### src/rtl/cfm_pkg.sv
// ----------------------------------------------------------------------------
// Crossing frequency meter package
// Shared widths, codes, the seven-segment decoder and the job word that the
// front part hands to the back part.
// ----------------------------------------------------------------------------
package cfm_pkg;

   localparam int SAMPLE_BITS    = 12;
   localparam int MAX_DIGITS     = 7;
   localparam int COUNT_BITS     = 8;
   localparam int TIME_BITS      = 32;
   localparam int FREQ_BITS      = 24;
   localparam int SEG_BITS       = 8;
   localparam int KIND_BITS      = 2;
   localparam int DIGIT_BITS     = 4;

   localparam int CSR_ADDR_BITS  = 3;
   localparam int CSR_DATA_BITS  = 32;

   // Register select is address bit 2 (one register every four bytes).
   localparam logic CSR_THRESHOLD = 1'b0;
   localparam logic CSR_CROSSINGS = 1'b1;

   localparam logic [SAMPLE_BITS-1:0] THRESHOLD_RESET = SAMPLE_BITS'(819);
   localparam logic [COUNT_BITS-1:0]  CROSSINGS_RESET = COUNT_BITS'(10);
   localparam logic [COUNT_BITS-1:0]  MIN_CROSSINGS   = COUNT_BITS'(2);

   localparam logic [KIND_BITS-1:0] KIND_DIGIT  = 2'd0;
   localparam logic [KIND_BITS-1:0] KIND_BLANK  = 2'd1;
   localparam logic [KIND_BITS-1:0] KIND_REPORT = 2'd2;

   // Divider sizing: periods (8 bits) times one million (20 bits) gives the
   // numerator; the rounded dividend is twice that plus the elapsed time.
   localparam int US_BITS   = 20;
   localparam logic [US_BITS-1:0] US_PER_S = US_BITS'(1000000);
   localparam int PROD_BITS = COUNT_BITS + US_BITS;
   localparam int DVD_BITS  = TIME_BITS + 1;
   localparam int QUO_BITS  = PROD_BITS;
   localparam int STEP_BITS = $clog2(QUO_BITS);

   // Divide by ten through a reciprocal, exact for any 24-bit value.
   localparam logic [FREQ_BITS-1:0] RECIP_TEN   = 24'hCCCCCD;
   localparam int                   RECIP_SHIFT = 27;

   localparam int DIGIT_CNT_BITS = $clog2(MAX_DIGITS + 1);
   localparam int DIGIT_IDX_BITS = (MAX_DIGITS > 1) ? $clog2(MAX_DIGITS) : 1;

   localparam logic [SEG_BITS-1:0] SEG_DOT = 8'h80;

   localparam int JOB_DEPTH    = 2;
   localparam int JOB_PTR_BITS = 1;
   localparam int JOB_CNT_BITS = 2;

   function automatic longint cap_calc();
      longint p;
      p = 1;
      for (int i = 0; i < MAX_DIGITS; i++) begin
         p = p * 10;
      end
      p = p - 1;
      return (p > 64'd9999999) ? 64'd9999999 : p;
   endfunction

   localparam logic [FREQ_BITS-1:0] FREQ_CAP = FREQ_BITS'(cap_calc());

   typedef struct packed {
      logic [COUNT_BITS-1:0] periods;
      logic [TIME_BITS-1:0]  elapsed;
      logic                  mode;
   } job_type;

   function automatic logic [SEG_BITS-1:0] seg_decode(input logic [DIGIT_BITS-1:0] d);
      logic [SEG_BITS-1:0] s;
      unique case (d)
         4'd0:    s = 8'h3F;
         4'd1:    s = 8'h06;
         4'd2:    s = 8'h5B;
         4'd3:    s = 8'h4F;
         4'd4:    s = 8'h66;
         4'd5:    s = 8'h6D;
         4'd6:    s = 8'h7D;
         4'd7:    s = 8'h07;
         4'd8:    s = 8'h7F;
         4'd9:    s = 8'h6F;
         default: s = 8'h00;
      endcase
      return s;
   endfunction

endpackage

### src/rtl/cfm_queue.sv
// ----------------------------------------------------------------------------
// Crossing frequency meter job queue
// Two-entry queue of job words between the front end and the back end.
// ----------------------------------------------------------------------------
module cfm_queue
   import cfm_pkg::*;
(
   input  logic    clock,
   input  logic    reset,
   input  logic    push,
   input  job_type push_job,
   output logic    full,
   input  logic    pop,
   output job_type pop_job,
   output logic    empty
);

   job_type                   entry_ff [JOB_DEPTH];
   logic [JOB_PTR_BITS-1:0]   wr_ptr_ff, wr_ptr_in;
   logic [JOB_PTR_BITS-1:0]   rd_ptr_ff, rd_ptr_in;
   logic [JOB_CNT_BITS-1:0]   count_ff, count_in;
   logic                      do_push;
   logic                      do_pop;

   assign full    = (count_ff == JOB_CNT_BITS'(JOB_DEPTH));
   assign empty   = (count_ff == '0);
   assign do_push = push && !full;
   assign do_pop  = pop && !empty;
   assign pop_job = entry_ff[rd_ptr_ff];

   // The depth is a power of two, so the pointers wrap on their own.
   always_comb begin
      wr_ptr_in = do_push ? JOB_PTR_BITS'(wr_ptr_ff + 1'b1) : wr_ptr_ff;
      rd_ptr_in = do_pop  ? JOB_PTR_BITS'(rd_ptr_ff + 1'b1) : rd_ptr_ff;
      count_in  = count_ff;
      if (do_push && !do_pop) begin
         count_in = JOB_CNT_BITS'(count_ff + 1'b1);
      end else if (do_pop && !do_push) begin
         count_in = JOB_CNT_BITS'(count_ff - 1'b1);
      end
   end

   always_ff @(posedge clock) begin
      if (do_push) begin
         entry_ff[wr_ptr_ff] <= push_job;
      end
   end

   always_ff @(posedge clock) begin
      if (reset) begin
         wr_ptr_ff <= '0;
         rd_ptr_ff <= '0;
         count_ff  <= '0;
      end else begin
         wr_ptr_ff <= wr_ptr_in;
         rd_ptr_ff <= rd_ptr_in;
         count_ff  <= count_in;
      end
   end

endmodule

### config.mk
export PLATFORM = sky130hd
export DESIGN_NAME = cfm_queue
export DESIGN_NICKNAME = d
export VERILOG_FILES = /design/src/rtl/cfm_pkg.sv /design/src/rtl/cfm_queue.sv
export SDC_FILE = /design/constraint.sdc
export NUM_CORES = 1
export LEC_CHECK = 0
export ABC_AREA = 1
export BUFFER_PORTS_ARGS = -buffer_cell sky130_fd_sc_hd__buf_2
export CORE_MARGIN = 4
export CORE_UTILIZATION = 52
export CTS_CLUSTER_DIAMETER = 100
export DETAILED_ROUTE_END_ITERATION = 10
export GPL_TIMING_DRIVEN = 0
export PLACE_DENSITY = 0.79
export REMOVE_ABC_BUFFERS = 1
export SYNTH_ARGS = -nofsm -noshare
export SYNTH_HDL_FRONTEND = slang
export SYNTH_SLANG_ARGS = --single-unit
### constraint.sdc
create_clock -name clock -period 3.4 [get_ports clock]
set_clock_uncertainty 0.2 [all_clocks]
set_input_delay 0.34 -clock clock [delete_from_list [all_inputs] [get_ports clock]]
set_output_delay 0.34 -clock clock [all_outputs]
set_load 0.1 [all_outputs]
# Yosys cells after proc, flatten, opt, wreduce, memory -nomap -nowiden

Memories as Yosys holds them, arrays and structs flattened. A register that Yosys moved wholly into a read port is not among the register bits.
Cells that the tools add are included.
W data, S select, Z words.

Register bits: 4
Bits in latches: 0
Memory bits (writable): 82
Memory bits (read-only): 0
Input bits: 45
Output and inout bits: 43
Logic and storage cells: 25
Memories: 1

Memory list:

| name     | depth | width | read ports | clocked after Yosys merged registers in | write ports | RTL line        | RTL |
|---|---|---|---|---|---|---|---|
| entry_ff | 2     | 41    | 1          | 1                                       | 1           | cfm_queue.sv:18 | `job_type entry_ff [JOB_DEPTH];` |

Add/subtract/negate cells: 4
Multiply operators: 0
Divide/modulo/power cells: 0
Magnitude comparators: 0
Eq/ne operators: 1
Shift-type cells: 0
Mux-type cells: 6
Bitwise operators: 0
Reductions and logical operators: 10

Operators by type and width:

| kind                  | count |
|---|---|
| $logic_and A1 B1 Y1   | 4 |
| $logic_not A1 Y1      | 4 |
| $mux W1               | 4 |
| $mux W2               | 2 |
| $add A1 B1 Y1 const B | 2 |
| $add A2 B1 Y2 const B | 1 |
| $eq A2 B2 Y1 const B  | 1 |
| $logic_not A2 Y1      | 1 |
| $reduce_bool A2 Y1    | 1 |
| $sub A2 B1 Y2 const B | 1 |

# Logic depth before layout (Yosys ltp)

Depth after elaboration: 7
Mapped depth: 10
Depth with buffers taken out: 10

# Worst setup path before layout

Ideal clock, no wire load.

Path kind: reg2reg
Start point: reg count_ff[0]
End point: mem entry_ff[0][0] (netlist bit), enable pin
Library setup time: 439 ps
Data arrival time: 2,265 ps
Data required time: 2,761 ps
Slack: 496 ps
Cell stages (with the launch flop): 3
Path buffers: 0
Period minus slack after synthesis: 2,904 ps
Path through: dfxtp_1 -> o21ai_2 -> nor2_1

Longest elaborated chain between the ends: 5

RTL lines:

| what                          | RTL line        | RTL |
|---|---|---|
| start: declaration            | cfm_queue.sv:21 | `logic [JOB_CNT_BITS-1:0] count_ff, count_in;` |
| start signal: assignment      | cfm_queue.sv:57 | `count_ff <= count_in;` |
| $eq A2 B2 Y1                  | cfm_queue.sv:25 | `assign full = (count_ff == JOB_CNT_BITS'(JOB_DEPTH));` |
| $logic_not A1 Y1              | cfm_queue.sv:27 | `assign do_push = push && !full;` |
| $logic_and A1 B1 Y1           | cfm_queue.sv:27 |  |
| $mux W1                       | cfm_queue.sv:44 | `if (do_push) begin` |
| $mux W1 (implied by the code) | cfm_queue.sv:45 | `entry_ff[wr_ptr_ff] <= push_job;` |
| end: declaration              | cfm_queue.sv:18 |  |

Every way passes these cells.

==> run metrics <==
die width 89.1 microns; Post-Synthesis Cells 165; Total GRT Usage 0.162; core area 0.00635 sq mm; reg2reg end count_ff[1]; vias per cell between 4 and 5; Leak Pwr 1.82 nW; EDFF count, synth 82; DR WL/cell 15.6 microns; minimum clock period after layout 2.55 ns; Post-route DRC 0; largest net degree at the start of global routing 29; Worst Path Required between 2 and 3 ns; wl on met1 2280 microns; Yosys warning count 0; root buffer cell clkbuf_8; sequential area share after synthesis 0.750; Max Used Layer met4; DR iter-0 viols 80; CP max FO 24; total of max-cap violations 0; status completed; met2 routed WL 3260 microns; Post-Layout Cell Count 382; CTS H-tree depth 3; FF-to-FF setup slack 1.55 ns; HP Start reset; Antenna Cells 0; max frequency between 300 and 400 MHz; number of buffers created by CTS 9; Buffers on Ports 87; biggest area consumer among synthesized cells edfxtp_1; WHS Path Cells 4; clock transition at the registers of the reported paths 0.07 ns; pwr dens 872 mW/mm^2; post-CTS setup buffer count 0; Pre-Repair DR Iteration Count 4; Syn-to-layout area delta 32.2%; CTS tree built; WL final 5960 microns; die area 0.00793 sq mm; GPL Wtd Cong 0.657; peak supply drop 682 uV; top post-synthesis cells by count edfxtp_1, mux2_4, nor2_1; # clock sinks 87; Seq cells post-synth slightly below 90; Rel. slew slack 0.582; ys flop type edfxtp_1; CP endpoint kind primary output; first-pass GRT wire length 9350 microns; worst skew pair latency between 0.3 and 0.4 ns; Min-Delay Path Class in -> reg; most frequent cell after synthesis edfxtp_1; endpoints failing setup 0; worst reg-to-reg path cell count 8; Post-Syn Area per Cell 20.7 sq um; Rows 29; Worst EP arrival about 2.0 ns; Startpoint Class flip-flop; Filler Cells Inserted slightly above 400; worst slew pin tran 0.627 ns; # IOs 88; RR Startpoint count_ff[1]; Yosys top cell area share 0.720; count of cell types in the netlist 18; unrepaired setup endpoints after global routing no; met3 wire length 327 microns; layout cell share with drive strength beyond 1 0.495; Cell Area, Synth 0.00342 sq mm; Hold Slack 0.0821 ns; Synth area leaders edfxtp_1, mux2_4, dfxtp_1; final hold violations 0; CTS Buffer Depth 2; critical path class reg -> out; initial antenna violation count 0; Die H 89.1 microns; total gr overflow 0; post-route ant nets 0; vias in the first global route slightly below 2,000; fin crit share 0.750; Max Slew Vio Count 0; NumNets Final about 350; Final Util 0.712; Final HPWL DP 3780 microns; Placed Cells incl. Taps 327; DR vias 1,876; Starting Density 0.538; Worst Hold End count_ff[1]; asr flop ratio synth 0
## cell families after synthesis
kind of cell | share of synthesized area
buffers and inverters | 0.0366
DFF | 0.750
adders and majority gates | 0.00366
muxes | 0.179
AOI/OAI and AO/OA | 0.0110
and+or+nand+nor | 0.0201
## final cells by class
cell class,instances,area [sq um],share of cell area
clock buffers,9,124,0.0274
clock inverters,5,51.3,0.0113
inverters,9,33.8,0.00747
multi-input cells,64,746,0.165
flip-flops and latches,87,2560,0.567
well taps,77,96.3,0.0213
repair buffers,131,906,0.200
## worst max-delay path by stage
| stage | endpoint | startpoint | slack (ns) |
|---|---|---|---|
| after floorplan | pop_job[18] | flip-flop | 0.42 |
| after global placement | entry_ff[0][24] | count_ff[0] | -0.48 |
| after detailed placement | pop_job[39] | flip-flop | 1.20 |
| after CTS | pop_job[39] | flip-flop | 0.82 |
| after global routing | pop_job[39] | flip-flop | 0.77 |
| final | pop_job[39] | flip-flop | 0.85 |
## cells in the final DEF (no fill, tap or decap), drive strengths merged, types with 4 or more instances in the layout
master / count
edfxtp: 82
o21ai: 5
dlygate4sd3: 41
dfxtp: 5
clkbuf: 9
mux2: 41
nor2: 9
inv: 9
buf: 90
nand2: 4
## stage by stage
step / setup slack [ns] / power [mW] / setup TNS (ns) / area, sq um
final: 0.851 / 3.94 / 0 / 4520
after CTS: 0.825 / 3.98 / 0 / 4520
after global routing: 0.769 / 4.10 / 0 / 4520
after global placement: -0.478 / 3.27 / -44.91 / 3860
after floorplan: 0.421 / 3.03 / 0 / 3330
after detailed placement: 1.20 / 3.29 / 0 / 3940
## worst max-delay path, cell delays in order (launching register included)
cell,delay [ns]
dfxtp_2,0.74
buf_12,0.30
mux2_4,0.32
buf_2,0.29
## timing repair
| action | in CTS | in global routing |
|---|---|---|
| gates resized for setup | 0 | 0 |
| hold buffers | 41 | 0 |
| endpoints found under the hold margin | 81 | 0 |
## layer usage
metal | global-route usage | vias up
met1 | 0.177 | 915
met3 | 0.0369 | 9
met4 | 0.0690 | 0
li1 | - | 893
met2 | 0.302 | 59
met5 | 0 | -
## sequential cells by signal, indices dropped and copies added (netlist names), named ones only
name and flops:
entry_ff 82, count_ff 2, rd_ptr_ff 1, wr_ptr_ff 1
## where the power goes
part	total [mW]	internal (mW)	switching (mW)
combinational	1.85	0.436	1.41
clock	0.651	0.326	0.325
sequential	1.44	1.35	0.0856
(Power assumes the default switching activity.)
