[src/rtl/cfm_pkg.sv]
// ----------------------------------------------------------------------------
// Crossing frequency meter package
// Shared widths, codes, the seven-segment decoder and the job word that the
// front part hands to the back part.
// ----------------------------------------------------------------------------
package cfm_pkg;

   localparam int SAMPLE_BITS    = 12;
   localparam int MAX_DIGITS     = 7;
   localparam int COUNT_BITS     = 8;
   localparam int TIME_BITS      = 32;
   localparam int FREQ_BITS      = 24;
   localparam int SEG_BITS       = 8;
   localparam int KIND_BITS      = 2;
   localparam int DIGIT_BITS     = 4;

   localparam int CSR_ADDR_BITS  = 3;
   localparam int CSR_DATA_BITS  = 32;

   // Register select is address bit 2 (one register every four bytes).
   localparam logic CSR_THRESHOLD = 1'b0;
   localparam logic CSR_CROSSINGS = 1'b1;

   localparam logic [SAMPLE_BITS-1:0] THRESHOLD_RESET = SAMPLE_BITS'(819);
   localparam logic [COUNT_BITS-1:0]  CROSSINGS_RESET = COUNT_BITS'(10);
   localparam logic [COUNT_BITS-1:0]  MIN_CROSSINGS   = COUNT_BITS'(2);

   localparam logic [KIND_BITS-1:0] KIND_DIGIT  = 2'd0;
   localparam logic [KIND_BITS-1:0] KIND_BLANK  = 2'd1;
   localparam logic [KIND_BITS-1:0] KIND_REPORT = 2'd2;

   // Divider sizing: periods (8 bits) times one million (20 bits) gives the
   // numerator; the rounded dividend is twice that plus the elapsed time.
   localparam int US_BITS   = 20;
   localparam logic [US_BITS-1:0] US_PER_S = US_BITS'(1000000);
   localparam int PROD_BITS = COUNT_BITS + US_BITS;
   localparam int DVD_BITS  = TIME_BITS + 1;
   localparam int QUO_BITS  = PROD_BITS;
   localparam int STEP_BITS = $clog2(QUO_BITS);

   // Divide by ten through a reciprocal, exact for any 24-bit value.
   localparam logic [FREQ_BITS-1:0] RECIP_TEN   = 24'hCCCCCD;
   localparam int                   RECIP_SHIFT = 27;

   localparam int DIGIT_CNT_BITS = $clog2(MAX_DIGITS + 1);
   localparam int DIGIT_IDX_BITS = (MAX_DIGITS > 1) ? $clog2(MAX_DIGITS) : 1;

   localparam logic [SEG_BITS-1:0] SEG_DOT = 8'h80;

   localparam int JOB_DEPTH    = 2;
   localparam int JOB_PTR_BITS = 1;
   localparam int JOB_CNT_BITS = 2;

   function automatic longint cap_calc();
      longint p;
      p = 1;
      for (int i = 0; i < MAX_DIGITS; i++) begin
         p = p * 10;
      end
      p = p - 1;
      return (p > 64'd9999999) ? 64'd9999999 : p;
   endfunction

   localparam logic [FREQ_BITS-1:0] FREQ_CAP = FREQ_BITS'(cap_calc());

   typedef struct packed {
      logic [COUNT_BITS-1:0] periods;
      logic [TIME_BITS-1:0]  elapsed;
      logic                  mode;
   } job_type;

   function automatic logic [SEG_BITS-1:0] seg_decode(input logic [DIGIT_BITS-1:0] d);
      logic [SEG_BITS-1:0] s;
      unique case (d)
         4'd0:    s = 8'h3F;
         4'd1:    s = 8'h06;
         4'd2:    s = 8'h5B;
         4'd3:    s = 8'h4F;
         4'd4:    s = 8'h66;
         4'd5:    s = 8'h6D;
         4'd6:    s = 8'h7D;
         4'd7:    s = 8'h07;
         4'd8:    s = 8'h7F;
         4'd9:    s = 8'h6F;
         default: s = 8'h00;
      endcase
      return s;
   endfunction

endpackage

[src/rtl/cfm_front.sv]
// ----------------------------------------------------------------------------
// Crossing frequency meter front end
// Detects rising threshold crossings, counts them and emits one job word per
// completed measurement.
// ----------------------------------------------------------------------------
module cfm_front
   import cfm_pkg::*;
(
   input  logic                   clock,
   input  logic                   reset,
   input  logic [SAMPLE_BITS-1:0] threshold,
   input  logic [COUNT_BITS-1:0]  crossings,
   input  logic                   item_accept,
   input  logic [SAMPLE_BITS-1:0] sample,
   input  logic [TIME_BITS-1:0]   now_us,
   input  logic                   mode_switch,
   output logic                   job_push,
   output job_type                job
);

   logic [SAMPLE_BITS-1:0] prev_ff, prev_in;
   logic [COUNT_BITS-1:0]  count_ff, count_in;
   logic [TIME_BITS-1:0]   start_ff, start_in;

   logic                   crossing;
   logic                   complete;
   logic [COUNT_BITS-1:0]  count_step;
   logic [COUNT_BITS-1:0]  target;
   logic [TIME_BITS-1:0]   start_now;

   assign crossing   = (prev_ff < threshold) && (sample >= threshold);
   assign count_step = COUNT_BITS'(count_ff + 1'b1);
   assign target     = (crossings < MIN_CROSSINGS) ? MIN_CROSSINGS : crossings;
   assign start_now  = (count_ff == '0) ? now_us : start_ff;
   assign complete   = crossing && (count_step >= target);

   always_comb begin
      prev_in  = prev_ff;
      count_in = count_ff;
      start_in = start_ff;
      if (item_accept) begin
         prev_in = sample;
         if (crossing) begin
            start_in = start_now;
            count_in = complete ? '0 : count_step;
         end
      end
   end

   assign job_push    = item_accept && complete;
   assign job.periods = COUNT_BITS'(count_step - 1'b1);
   assign job.elapsed = TIME_BITS'(now_us - start_now);
   assign job.mode    = mode_switch;

   always_ff @(posedge clock) begin
      if (reset) begin
         prev_ff  <= '0;
         count_ff <= '0;
         start_ff <= '0;
      end else begin
         prev_ff  <= prev_in;
         count_ff <= count_in;
         start_ff <= start_in;
      end
   end

endmodule

[config.mk]
export PLATFORM = sky130hd
export DESIGN_NAME = cfm_front
export DESIGN_NICKNAME = d
export VERILOG_FILES = /design/src/rtl/cfm_pkg.sv /design/src/rtl/cfm_front.sv
export SDC_FILE = /design/constraint.sdc
export NUM_CORES = 1
export LEC_CHECK = 0
export BUFFER_PORTS_ARGS = -buffer_cell sky130_fd_sc_hd__buf_2
export CAP_MARGIN = 10
export CORE_MARGIN = 10
export CORE_UTILIZATION = 56
export DETAILED_ROUTE_END_ITERATION = 6
export PLACE_DENSITY = 0.82
export SYNTH_ARGS = -nofsm -noshare
export SYNTH_HDL_FRONTEND = slang
export SYNTH_SLANG_ARGS = --single-unit
[constraint.sdc]
create_clock -name clock -period 4.52 [get_ports clock]
set_input_delay 0.226 -clock clock [delete_from_list [all_inputs] [get_ports clock]]
set_output_delay 0.226 -clock clock [all_outputs]
set_load 0.01 [all_outputs]
[Word level (Yosys, flattened, before mapping)]
Cells that the tools add are included.
Cells by class
  add/sub/neg operators: 3
  magnitude comparators: 4
  muxes and demuxes: 3
  reductions and logical operators: 5
Operator list (number)
  $mux 32: 1
  $sub 32x32->32: 1
  $mux 8: 2
  $ge 12x12->1: 1
  $lt 12x12->1: 1
  $add 8x1->8 const B: 1
  $ge 8x8->1: 1
  $logic_not 8->1: 1
  $lt 8x2->1 const B: 1
  $sub 8x1->8 const B: 1
  $logic_and 1x1->1: 3
  $reduce_and 2->1: 1
Storage, ports and cells
  register bits after elaboration: 52
  bits of input ports: 68
  output and inout bits: 42
  logic and storage cells: 18

[Logic depth before layout (Yosys ltp)]
  word-level depth: 5
  gate-level depth with buffers: 20

[Least setup slack after synthesis]
OpenSTA, ideal clock, no wires.
  path kind: register -> output
  start: register count_ff[0]
  end: output job[31] in the netlist's numbering
  data arrival time: 3893 ps
  slack: 401 ps
  cell stages (with the launch flop): 18
  buffers on the path: 3
  cells stage by stage: dfxtp_1 > inv_1 > ha_1 > nor4b_4 > nand2_1 > buf_2 > clkbuf_1 > clkbuf_1 > o21ai_0 > ha_1 > fa_1 > a211o_1 > nand3_1 > a31o_2 > a21oi_1 > o31a_1 > or3_1 > nand3_1
RTL lines
  start, declared: line cfm_front.sv:22  | logic [COUNT_BITS-1:0] count_ff, count_in;
  start signal, assigned: line cfm_front.sv:62  | count_ff <= count_in;
  end, declared: line cfm_front.sv:18  | output job_type job

==> results by group <==
Timing
  • Endpoints failing setup: 0
  • Worst-Margin Slew: 1.04 ns
  • Slew Limit Fails: 0
  • Layout Skew: 0.00458 ns
  • Minimum clock period: 4.21 ns
  • Final Hold Fails: 0
  • FMAX: 238 MHz
  • Worst slew margin: 30.9%
  • Period utilization: 93.1%

CTS
  • Clock buffer depth: 2
  • TritonCTS clock tree: yes
  • CTS sink cnt: 52
  • Hold-fix buffers, CTS: 0
  • Clock latency on the worst-skew pair: 0.31 ns
  • CTS Buf Count: 5
  • CTS H-tree lvls: 2
  • CTS Root Buffer Type: clkbuf_8
  • Clock transition at path regs: 0.10 ns

Worst setup path
  • Crit path DAT: 3.98 ns
  • WP data required: 4.29 ns
  • Kind of critical path: flip-flop to primary output
  • CP startpoint: count_ff[0]
  • CP Capture Type: primary output
  • Crit path launch type: flip-flop
  • Critical R2R Launch: prev_ff[5]
  • Crit path max fanout: 9

Final layout
  • Sequential cell area: 0.00104 mm2
  • Final #Nets: 871
  • Ratio of cells with drive above 1 in the final layout: between 10% and 20%
  • Area Growth Syn to Fin: 14.3%
  • Fill count: 767
  • Multi-input combinational cell area: 0.00377 mm2
  • Layout Cells excl Fill: 857

Power
  • VDD IR max: 0.175 mV
  • Leak: 2.79 nW
  • Pwr/cell area: between 200 and 300 mW/mm2
  • Total power: 1.62 mW

Routing
  • Routed len/inst: 16.3 um
  • Final ANT Viol Nets: 0
  • Top Metal Used: met4
  • Total Wirelength: 14.0 mm
  • DRC: 0
  • Met2 routed WL: 6.84 mm
  • Via count: 5067
  • 1st-pass router iterations: 5
  • Vias/cell: 5.91
  • WL met1: 5.94 mm
  • Met3 wire length: 922 um
  • Initial DRC count: ~370

Yosys
  • Synth Area in Compound Gates: between 20% and 30%
  • Combinational family with the most area after synthesis: compound AO/OA/AOI/OAI gates
  • Post-Synth XOR/XNOR Area: 8.97%
  • Cell taking the most area after synthesis: dfxtp_1
  • Post-synth EDFFs: 0
  • Mapped Area: 0.00508 mm2
  • Synth cell count leaders: nor2_1, ha_1, a21oi_1, dfxtp_1, nand2_1
  • Mapped Cells: 656
  • Synth Area in Adders: 13.7%
  • Seq/Total Area, Yosys: 20.5%
  • Share of the synthesized area in the top cell type: 20.5%
  • Ys async rst share: 0%
  • Synth area leaders: dfxtp_1, ha_1, xnor2_1, mux2i_1, a21oi_1
  • Most frequent cell after synthesis: nor2_1
  • Most common flop cell mapped by yosys: dfxtp_1
  • Mux contribution to synthesized area: 6.31%
  • Post-synthesis net count: 779
  • Post-Synth Simple-Gate Area: 21.2%
  • #FFs+latches synth: 52
  • Syn avg cell area: 7.74 um2
  • Yosys warns: 0
  • Synth cell types: 64

Status
  • Status: complete, no violations

Global route
  • Number of global-route vias before repair: 5000
  • Pin count of the biggest net entering global routing: 54
  • Global-route usage over all layers: 20.5%
  • Antenna violations before repair: 1
  • Overflow after GRT: 0
  • First-pass GRT wire length: 23.1 mm

Floorplanning
  • Ports: 110
  • Die span in y: around 120 um
  • Die area: 0.0133 mm2
  • Die W: 115 um
  • # rows: 34
  • Starting density of the core: 58.0%
  • Core area: about 0.0088 mm2

Hold path
  • Hold Path Origin: sample[7]
  • Min-delay worst type: primary input to flip-flop

Placement
  • Placed cells: ~850
  • DP HPWL: 11.1 mm
  • GP Congestion: 0.952
  • Port buffer count: 107

Run
  • Max-cap violations: 0
cell type report:
class                           count  share of cell area, %
Tap cell                          108                   2.33
Sequential cell                    52                   17.9
Timing Repair Buffer              114                   10.3
Clock buffer                        6                   1.42
Antenna cell                        1                 0.0431
Inverter                           43                   2.78
Clock inverter                      1                  0.151
Multi-Input combinational cell    532                   65.0
state kept, by name, summed over array words and instances, names as in the netlist:
name      flops
prev_ff      12
count_ff      8
start_ff     32
cells in the final DEF (no fill, tap or decap), types with 3 or more instances in the layout:
master,count
buf_2,107
nor2_1,58
ha_1,53
a21oi_1,52
dfxtp_1,51
inv_1,43
nand2_1,43
xnor2_1,37
o21ai_0,33
nand3_1,31
mux2i_1,31
nand2b_1,19
a211oi_1,19
a21o_1,19
xor2_1,15
nor2b_1,13
nor3b_1,7
a32o_1,6
and3_1,6
nand4_1,6
and2_1,6
a31oi_1,6
clkbuf_8,6
buf_4,6
o21a_1,5
nor3_1,4
o211ai_1,4
a41oi_1,4
a22oi_1,3
o22ai_1,3
o21bai_1,3
or2_2,3
worst paths after layout:
path	to	slack, ns	cells past startpoint
min reg2reg	start_ff[31]	0.47	2
max	job[31]	0.31	16
min	prev_ff[7]	0.17	3
max reg2reg	count_ff[2]	1.22	10
metrics by stage:
stage	hold WS, ns	TNS, ns	worst slack [ns]	instance area (um2)	utilization [%]
after floorplan	0.373	0	0.401	5080	-
after global placement	0.452	0	0.633	5680	64.8
after detailed placement	0.452	0	0.486	5680	64.8
after CTS	0.169	0	0.123	5770	65.9
after global routing	0.185	-0.00995	-0.00995	5810	66.3
final	0.170	0	0.311	5810	66.3
critical path, stage by stage, from the launching register on:
cell and delay (ns):
dfxtp_2 0.39, inv_1 0.12, ha_1 0.16, nor4b_4 0.26, nand2_2 0.16, nand2_1 0.09
o21ai_0 0.10, ha_1 0.24, fa_1 0.44, a211o_1 0.33, nand3_1 0.15, a31o_2 0.21
a21oi_1 0.12, o31a_1 0.31, or3_1 0.36, nand3_1 0.09, buf_2 0.13
cell families (layout without fill, tap and decap cells):
group | Yosys count | after routing
multiplexers | 32 | 32
flip-flops | 52 | 52
other | 0 | 1
AO/OA/AOI/OAI | 181 | 181
AND/OR/NAND/NOR | 212 | 212
XOR/XNOR | 52 | 52
buffers and inverters | 72 | 164
adder cells (fa/ha/maj) | 55 | 55
metal layers:
metal | track usage, % | up-vias
met5 | 0 | -
met4 | 6.02 | 0
met3 | 4.06 | 31
met2 | 35.0 | 167
met1 | 25.3 | 2338
li1 | - | 2531
where the power goes:
| group | switching (mW) | total, mW | internal [mW] |
|---|---|---|---|
| clock network | 0.163 | 0.285 | 0.123 |
| logic | 0.480 | 0.828 | 0.348 |
| registers | 0.0222 | 0.510 | 0.488 |
repair_timing:
action / in CTS / in global routing
buffers inserted: 0 / 1
resized for setup: 0 / 9
hold endpoints to repair: 0 / 0
endpoints found under the setup margin: 0 / 11
No activity file was read; power rests on OpenSTA's default activity.
